==> src/sbm_pkg.sv <==
// Shared types, constants and fixed-point helpers for the blend-mode pixel core.
// No dependencies; imported by every module of the block.
`default_nettype none

package sbm_pkg;

	localparam int FRACTION_BITS_DEF = 15;

	typedef enum logic [2:0] {
		BM_NORMAL     = 3'd0,
		BM_MULTIPLY   = 3'd1,
		BM_SCREEN     = 3'd2,
		BM_OVERLAY    = 3'd3,
		BM_ADD        = 3'd4,
		BM_DARKEN     = 3'd5,
		BM_LIGHTEN    = 3'd6,
		BM_DIFFERENCE = 3'd7
	} blend_mode_t;

	typedef struct packed {
		logic [15:0] dst_red;
		logic [15:0] dst_green;
		logic [15:0] dst_blue;
		logic [15:0] dst_alpha;
		logic [15:0] src_red;
		logic [15:0] src_green;
		logic [15:0] src_blue;
		logic [15:0] src_alpha;
		logic [2:0]  req_type;
	} pix_in_t;

	typedef struct packed {
		logic [15:0] out_red;
		logic [15:0] out_green;
		logic [15:0] out_blue;
		logic [15:0] out_alpha;
		logic        skipped;
	} pix_out_t;

	// Saturate a 16-bit channel at one (1 << fb).
	function automatic logic [16:0] fx_sat16(input logic [15:0] x, input int fb);
		logic [16:0] one;
		logic [16:0] v;
		one = 17'(1) << fb;
		v = {1'b0, x};
		return (v > one) ? one : v;
	endfunction

	// Fixed-point product, rounded half up.
	function automatic logic [16:0] fx_mul(input logic [16:0] x, input logic [16:0] y,
			input int fb);
		logic [33:0] p;
		p = 34'(x) * 34'(y) + ((34'(1) << fb) >> 1);
		return 17'(p >> fb);
	endfunction

	// Clip to the 16-bit output range.
	function automatic logic [15:0] clip16(input logic [16:0] v);
		return v[16] ? 16'hFFFF : v[15:0];
	endfunction

endpackage

`default_nettype wire

==> src/sbm_merge.sv <==
// Output stage: merges the three lane colours with the alpha term and the pass-through case.
// Depends on sbm_pkg.
`default_nettype none

module sbm_merge #(
	parameter int FRACTION_BITS = sbm_pkg::FRACTION_BITS_DEF
) (
	input  wire logic                         clk,
	input  wire logic                         arst_n,
	input  wire logic                         vld,
	input  wire logic                         skip,
	input  wire logic [FRACTION_BITS:0]       sa,
	input  wire logic [FRACTION_BITS:0]       w_bk,
	input  wire logic [3:0][15:0]             dst,
	input  wire logic [2:0][FRACTION_BITS:0]  color,
	output logic                              done,
	output sbm_pkg::pix_out_t                 result
);
	import sbm_pkg::*;

	localparam int CW = FRACTION_BITS + 1;
	localparam logic [CW:0] ONE_X = {2'b01, {FRACTION_BITS{1'b0}}};

	logic [CW:0]   alpha_sum;
	logic [CW:0]   alpha_sat;
	pix_out_t      res_d;
	logic          done_q;
	pix_out_t      result_q;

	assign alpha_sum = {1'b0, sa} + {1'b0, w_bk};
	assign alpha_sat = (alpha_sum > ONE_X) ? ONE_X : alpha_sum;

	always_comb begin
		if (skip) begin
			res_d.out_red   = dst[0];
			res_d.out_green = dst[1];
			res_d.out_blue  = dst[2];
			res_d.out_alpha = dst[3];
			res_d.skipped   = 1'b1;
		end else begin
			res_d.out_red   = clip16(17'(color[0]));
			res_d.out_green = clip16(17'(color[1]));
			res_d.out_blue  = clip16(17'(color[2]));
			res_d.out_alpha = clip16(17'(alpha_sat));
			res_d.skipped   = 1'b0;
		end
	end

	always_ff @(posedge clk or negedge arst_n) begin
		if (!arst_n) begin
			done_q <= 1'b0;
		end else begin
			done_q <= vld;
		end
	end

	always_ff @(posedge clk) begin
		result_q <= res_d;
	end

	assign done   = done_q;
	assign result = result_q;

	a_alpha_covers_src: assert property (@(posedge clk) disable iff (!arst_n)
		done_q && !result_q.skipped |-> result_q.out_alpha >= clip16(17'($past(sa))))
		else $error("result alpha below source alpha");

	a_skip_on_zero_alpha: assert property (@(posedge clk) disable iff (!arst_n)
		done_q && result_q.skipped |-> $past(sa) == '0)
		else $error("pass-through with non-zero source alpha");

	a_color_bounded: assert property (@(posedge clk) disable iff (!arst_n)
		done_q && !result_q.skipped |->
			result_q.out_red <= clip16(17'(ONE_X)) && result_q.out_green <= clip16(17'(ONE_X))
			&& result_q.out_blue <= clip16(17'(ONE_X)))
		else $error("blended colour above one");

endmodule

`default_nettype wire

==> config.mk <==
export PLATFORM = sky130hd
export DESIGN_NAME = sbm_merge
export DESIGN_NICKNAME = d
export VERILOG_FILES = /design/src/sbm_pkg.sv /design/src/sbm_merge.sv
export SDC_FILE = /design/constraint.sdc
export NUM_CORES = 1
export LEC_CHECK = 0
export ABC_AREA = 1
export BUFFER_PORTS_ARGS = -buffer_cell sky130_fd_sc_hd__buf_2
export CAP_MARGIN = 20
export CORE_MARGIN = 8
export CORE_UTILIZATION = 39
export CTS_CLUSTER_SIZE = 30
export DETAILED_ROUTE_END_ITERATION = 6
export HOLD_SLACK_MARGIN = 0.12
export PLACE_DENSITY = 0.8
export SYNTH_ARGS = -nofsm -noshare
export SYNTH_HDL_FRONTEND = slang
export SYNTH_SLANG_ARGS = --single-unit
==> constraint.sdc <==
create_clock -name clk -period 0.8 [get_ports clk]
set_clock_uncertainty 0.15 [all_clocks]
set_input_delay 0.12 -clock clk [delete_from_list [all_inputs] [get_ports clk]]
set_output_delay 0.12 -clock clk [all_outputs]
set_load 0.05 [all_outputs]
==> run_results.csv <==
group,metric,value,unit
status,status,"finished with violations",
status,violations,"negative hold slack, negative setup slack",
route,drtIter0Drc,179,
placed_design,placed_cell_area,4985,µm²
power,clkPwrFrac,0.217,
timing,fmax,530.2,MHz
logic_synthesis,avgSynthCellArea,6.895,µm²
power,p_int,0.006894,W
timing,rsz0062_at_grt,"yes",
logic_synthesis,synth_cell_types,29,
floorplanning,core,8258,µm²
logic_synthesis,synthesis.area,3337,µm²
worst_setup_path,crit_type,"input port to flop",
clock_tree,cts_buffers,9,
grt,grt_usage,0.2654,
power,power.switching,0.004148,W
logic_synthesis,synth.top_cell.area_share,0.3900,
timing,setup_slack,-1086,ps
grt,grt_pass1_wl,24.38,mm
power,peakVddDrop,1.409,mV
route,wl,16.33,mm
grt,grt_start_max_net_pins,50,
logic_synthesis,synthesis.nets,649,
logic_synthesis,yosys-top-cells-count,"nand2_1, dfxtp_1, inv_1, nor2_1, nand3_1",
floorplanning,start_util,0.4041,
clock_tree,clockRootBuffer,"clkbuf_8",
placed_design,dp_slack,-1489,ps
clock_tree,cts_buffer_depth,2,
hold_path,hold_class,"input port to flop",
route,final_antenna_net_count,0,
worst_setup_path,cp.required,920,ps
grt,grt-ovfl-total,0,
power,leakagePower,3.646,nW
placed_design,dp_hpwl,9.540,mm
timing,timing_hold_violations_final,25,
logic_synthesis,async_flop_share,0.01515,
worst_setup_path,cp_max_fo,8,
cells_and_area,nets,955,
worst_setup_path,cp.arrival,2010,ps
route,route.detailed.drc,0,
floorplanning,num_rows,33,
cells_and_area,stdcell_area,6768,µm²
cells_and_area,areaGrowthSynthToFinish,102.8,%
route,wire_per_inst,18.05,µm
timing,setup-violations-final,93,
logic_synthesis,synth_flop_cell,"dfxtp_1",
logic_synthesis,yosysTopAreaCell,"dfxtp_1",
timing,timing.final.crit_share,2.357,
route,dr_wl_met3,1.157,mm
worst_setup_path,startpoint_type,"input port",
clock_tree,clkTransAtPathRegs,70,ps
clock_tree,h-tree-depth,3,
cells_and_area,fin_cells,905,
power,share_comb_of_total_power,0.433,
logic_synthesis,synth_warnings,0,
route,met1_length,5.390,mm
logic_synthesis,synth_edf_count,0,
power,pwr_density_cell,1632,nW/µm²
logic_synthesis,ys_seq_elements,66,
route,dr_wl_met2,8.910,mm
floorplanning,io_pins,214,
clock_tree,clock-sinks,66,
route,vias,4440,
timing,slew_viol_final,0,
logic_synthesis,synth_most_common_cell,"nand2_1",
timing,layout_min_cycle_time,1886,ps
logic_synthesis,syn_inst,484,
grt,antenna_found_initial,1,
grt,grt_pass1_vias,4879,
route,dr.pass1.iters,4,
floorplanning,fp.dieArea,11770,µm²
route,topRoutingLayerUsed,"met4",
timing,tightestPinTransition,397.4,ps
cells_and_area,drive_gt1_frac,0.5195,
timing,worst_hold_slack,-156.8,ps
placed_design,io_buffers,213,
floorplanning,die_y,108.5,µm
power,switching_share,0.3757,
power,power.total,0.01104,W
logic_synthesis,ys_top_cells_by_area,"dfxtp_1, nand2_1, ha_1",
timing,slew-limit-headroom,0.7349,
power,power_frac_seq,0.350,
hold_path,min_from,"dst[22]",
cells_and_area,final_util,0.8195,
worst_setup_path,cp-end-kind,"flop",
placed_design,place_congestion,0.8579,
clock_tree,cts_tree,"built",
placed_design,placed_cells,833,
worst_setup_path,critPathLaunch,"w_bk[0]",
cells_and_area,fillCellCount,482,
logic_synthesis,ys_seq_area_frac,0.3975,
run,max_cap_violations,0,
floorplanning,die_x,108.5,µm
route,via_per_inst,4.906,
==> worst max-delay path, stage by stage <==
cell,delay (ps)
buf_6,100
ha_4,150
fa_2,360
nand2_2,90
nand2_4,70
nand3_4,90
nand2_4,80
nand2_4,90
nand2_2,50
nor2_2,120
nand3_2,110
nor2_4,120
nand3_4,150
nand2_8,140
nand3_2,90
nand2_1,70
==> cell usage in the layout, fill, tap and decap left out, types with 5 or more instances in the layout <==
cell type       count
a21oi_1             9
a21oi_2             8
buf_12              5
buf_2             109
buf_4              47
buf_6               5
buf_8              63
clkbuf_8            9
dfxtp_2            65
diode_2             5
dlygate4sd3_1      61
dlymetal6s4s_1     20
ha_1               13
inv_1              30
nand2_1           206
nand2_2            48
nand2_4             5
nand3_1            12
nand3_2            20
nor2_1             20
nor2_2              5
==> sequential cells by signal, summed over array words and instances, names as in the netlist <==
signal and count:
result 65, done 1
==> final cells by class <==
type	count	area (µm²)	area share
timing repair buffer	310	2861	0.4228
multi-input combinational	368	2054	0.3036
sequential	66	1409	0.2082
inverter	35	136.4	0.02015
tap	105	131.4	0.01941
clock buffer	10	127.6	0.01886
clock inverter	6	35.03	0.005177
antenna	5	12.51	0.001849
==> worst paths after layout <==
kind | end | slack (ps) | cells after the start
max | result[1] | -1090 | 16
min | result[39] | -160 | 3
max in group asynchronous | done | 470 | 2
min in group asynchronous | done | -70 | 2
==> metal layers <==
layer | global-route usage | vias to the layer above
li1 | - | 2108
met1 | 0.2468 | 2023
met2 | 0.5022 | 229
met3 | 0.07733 | 80
met4 | 0.1564 | 0
met5 | 0 | -
==> metrics by stage <==
step | hold slack (ps) | TNS [ps]
2_1_floorplan | -325.6 | -19140
3_3_place_gp | -255.3 | -33970
3_5_place_dp | -253.9 | -36790
4_1_cts | -164.5 | -35280
5_1_grt | -179.4 | -39790
6_report | -156.8 | -36090
==> cell families (layout without fill, tap and decap cells) <==
| family | Yosys count | count (layout) | synth area share |
|---|---|---|---|
| AOI/OAI and AO/OA | 22 | 22 | 0.04200 |
| xor gates and xnor gates | 1 | 1 | 0.002625 |
| adders and majority gates | 17 | 17 | 0.06599 |
| buffers and inverters | 51 | 361 | 0.06337 |
| DFF | 66 | 66 | 0.3974 |
| other | 0 | 5 | 0 |
| and+or+nand+nor | 327 | 328 | 0.4286 |
==> power groups by stage <==
stage / sequential (W) / combinational [W] / clock [W]
2_1_floorplan: 0.00481 / 0.00126 / 0
3_3_place_gp: 0.00377 / 0.00348 / 0
3_5_place_dp: 0.00378 / 0.00355 / 0
4_1_cts: 0.00384 / 0.00453 / 0.00238
5_1_grt: 0.00389 / 0.00506 / 0.00260
6_report: 0.00386 / 0.00478 / 0.00240
==> what timing repair did <==
action	CTS	global route
buffers inserted	5	0
cloned	1	0
resized for setup	211	74
hold buffers	77	4
endpoints found under the hold margin	67	42
endpoints found under the setup margin	82	124
pin swaps	27	26
Power figures use the tool's default switching activity.
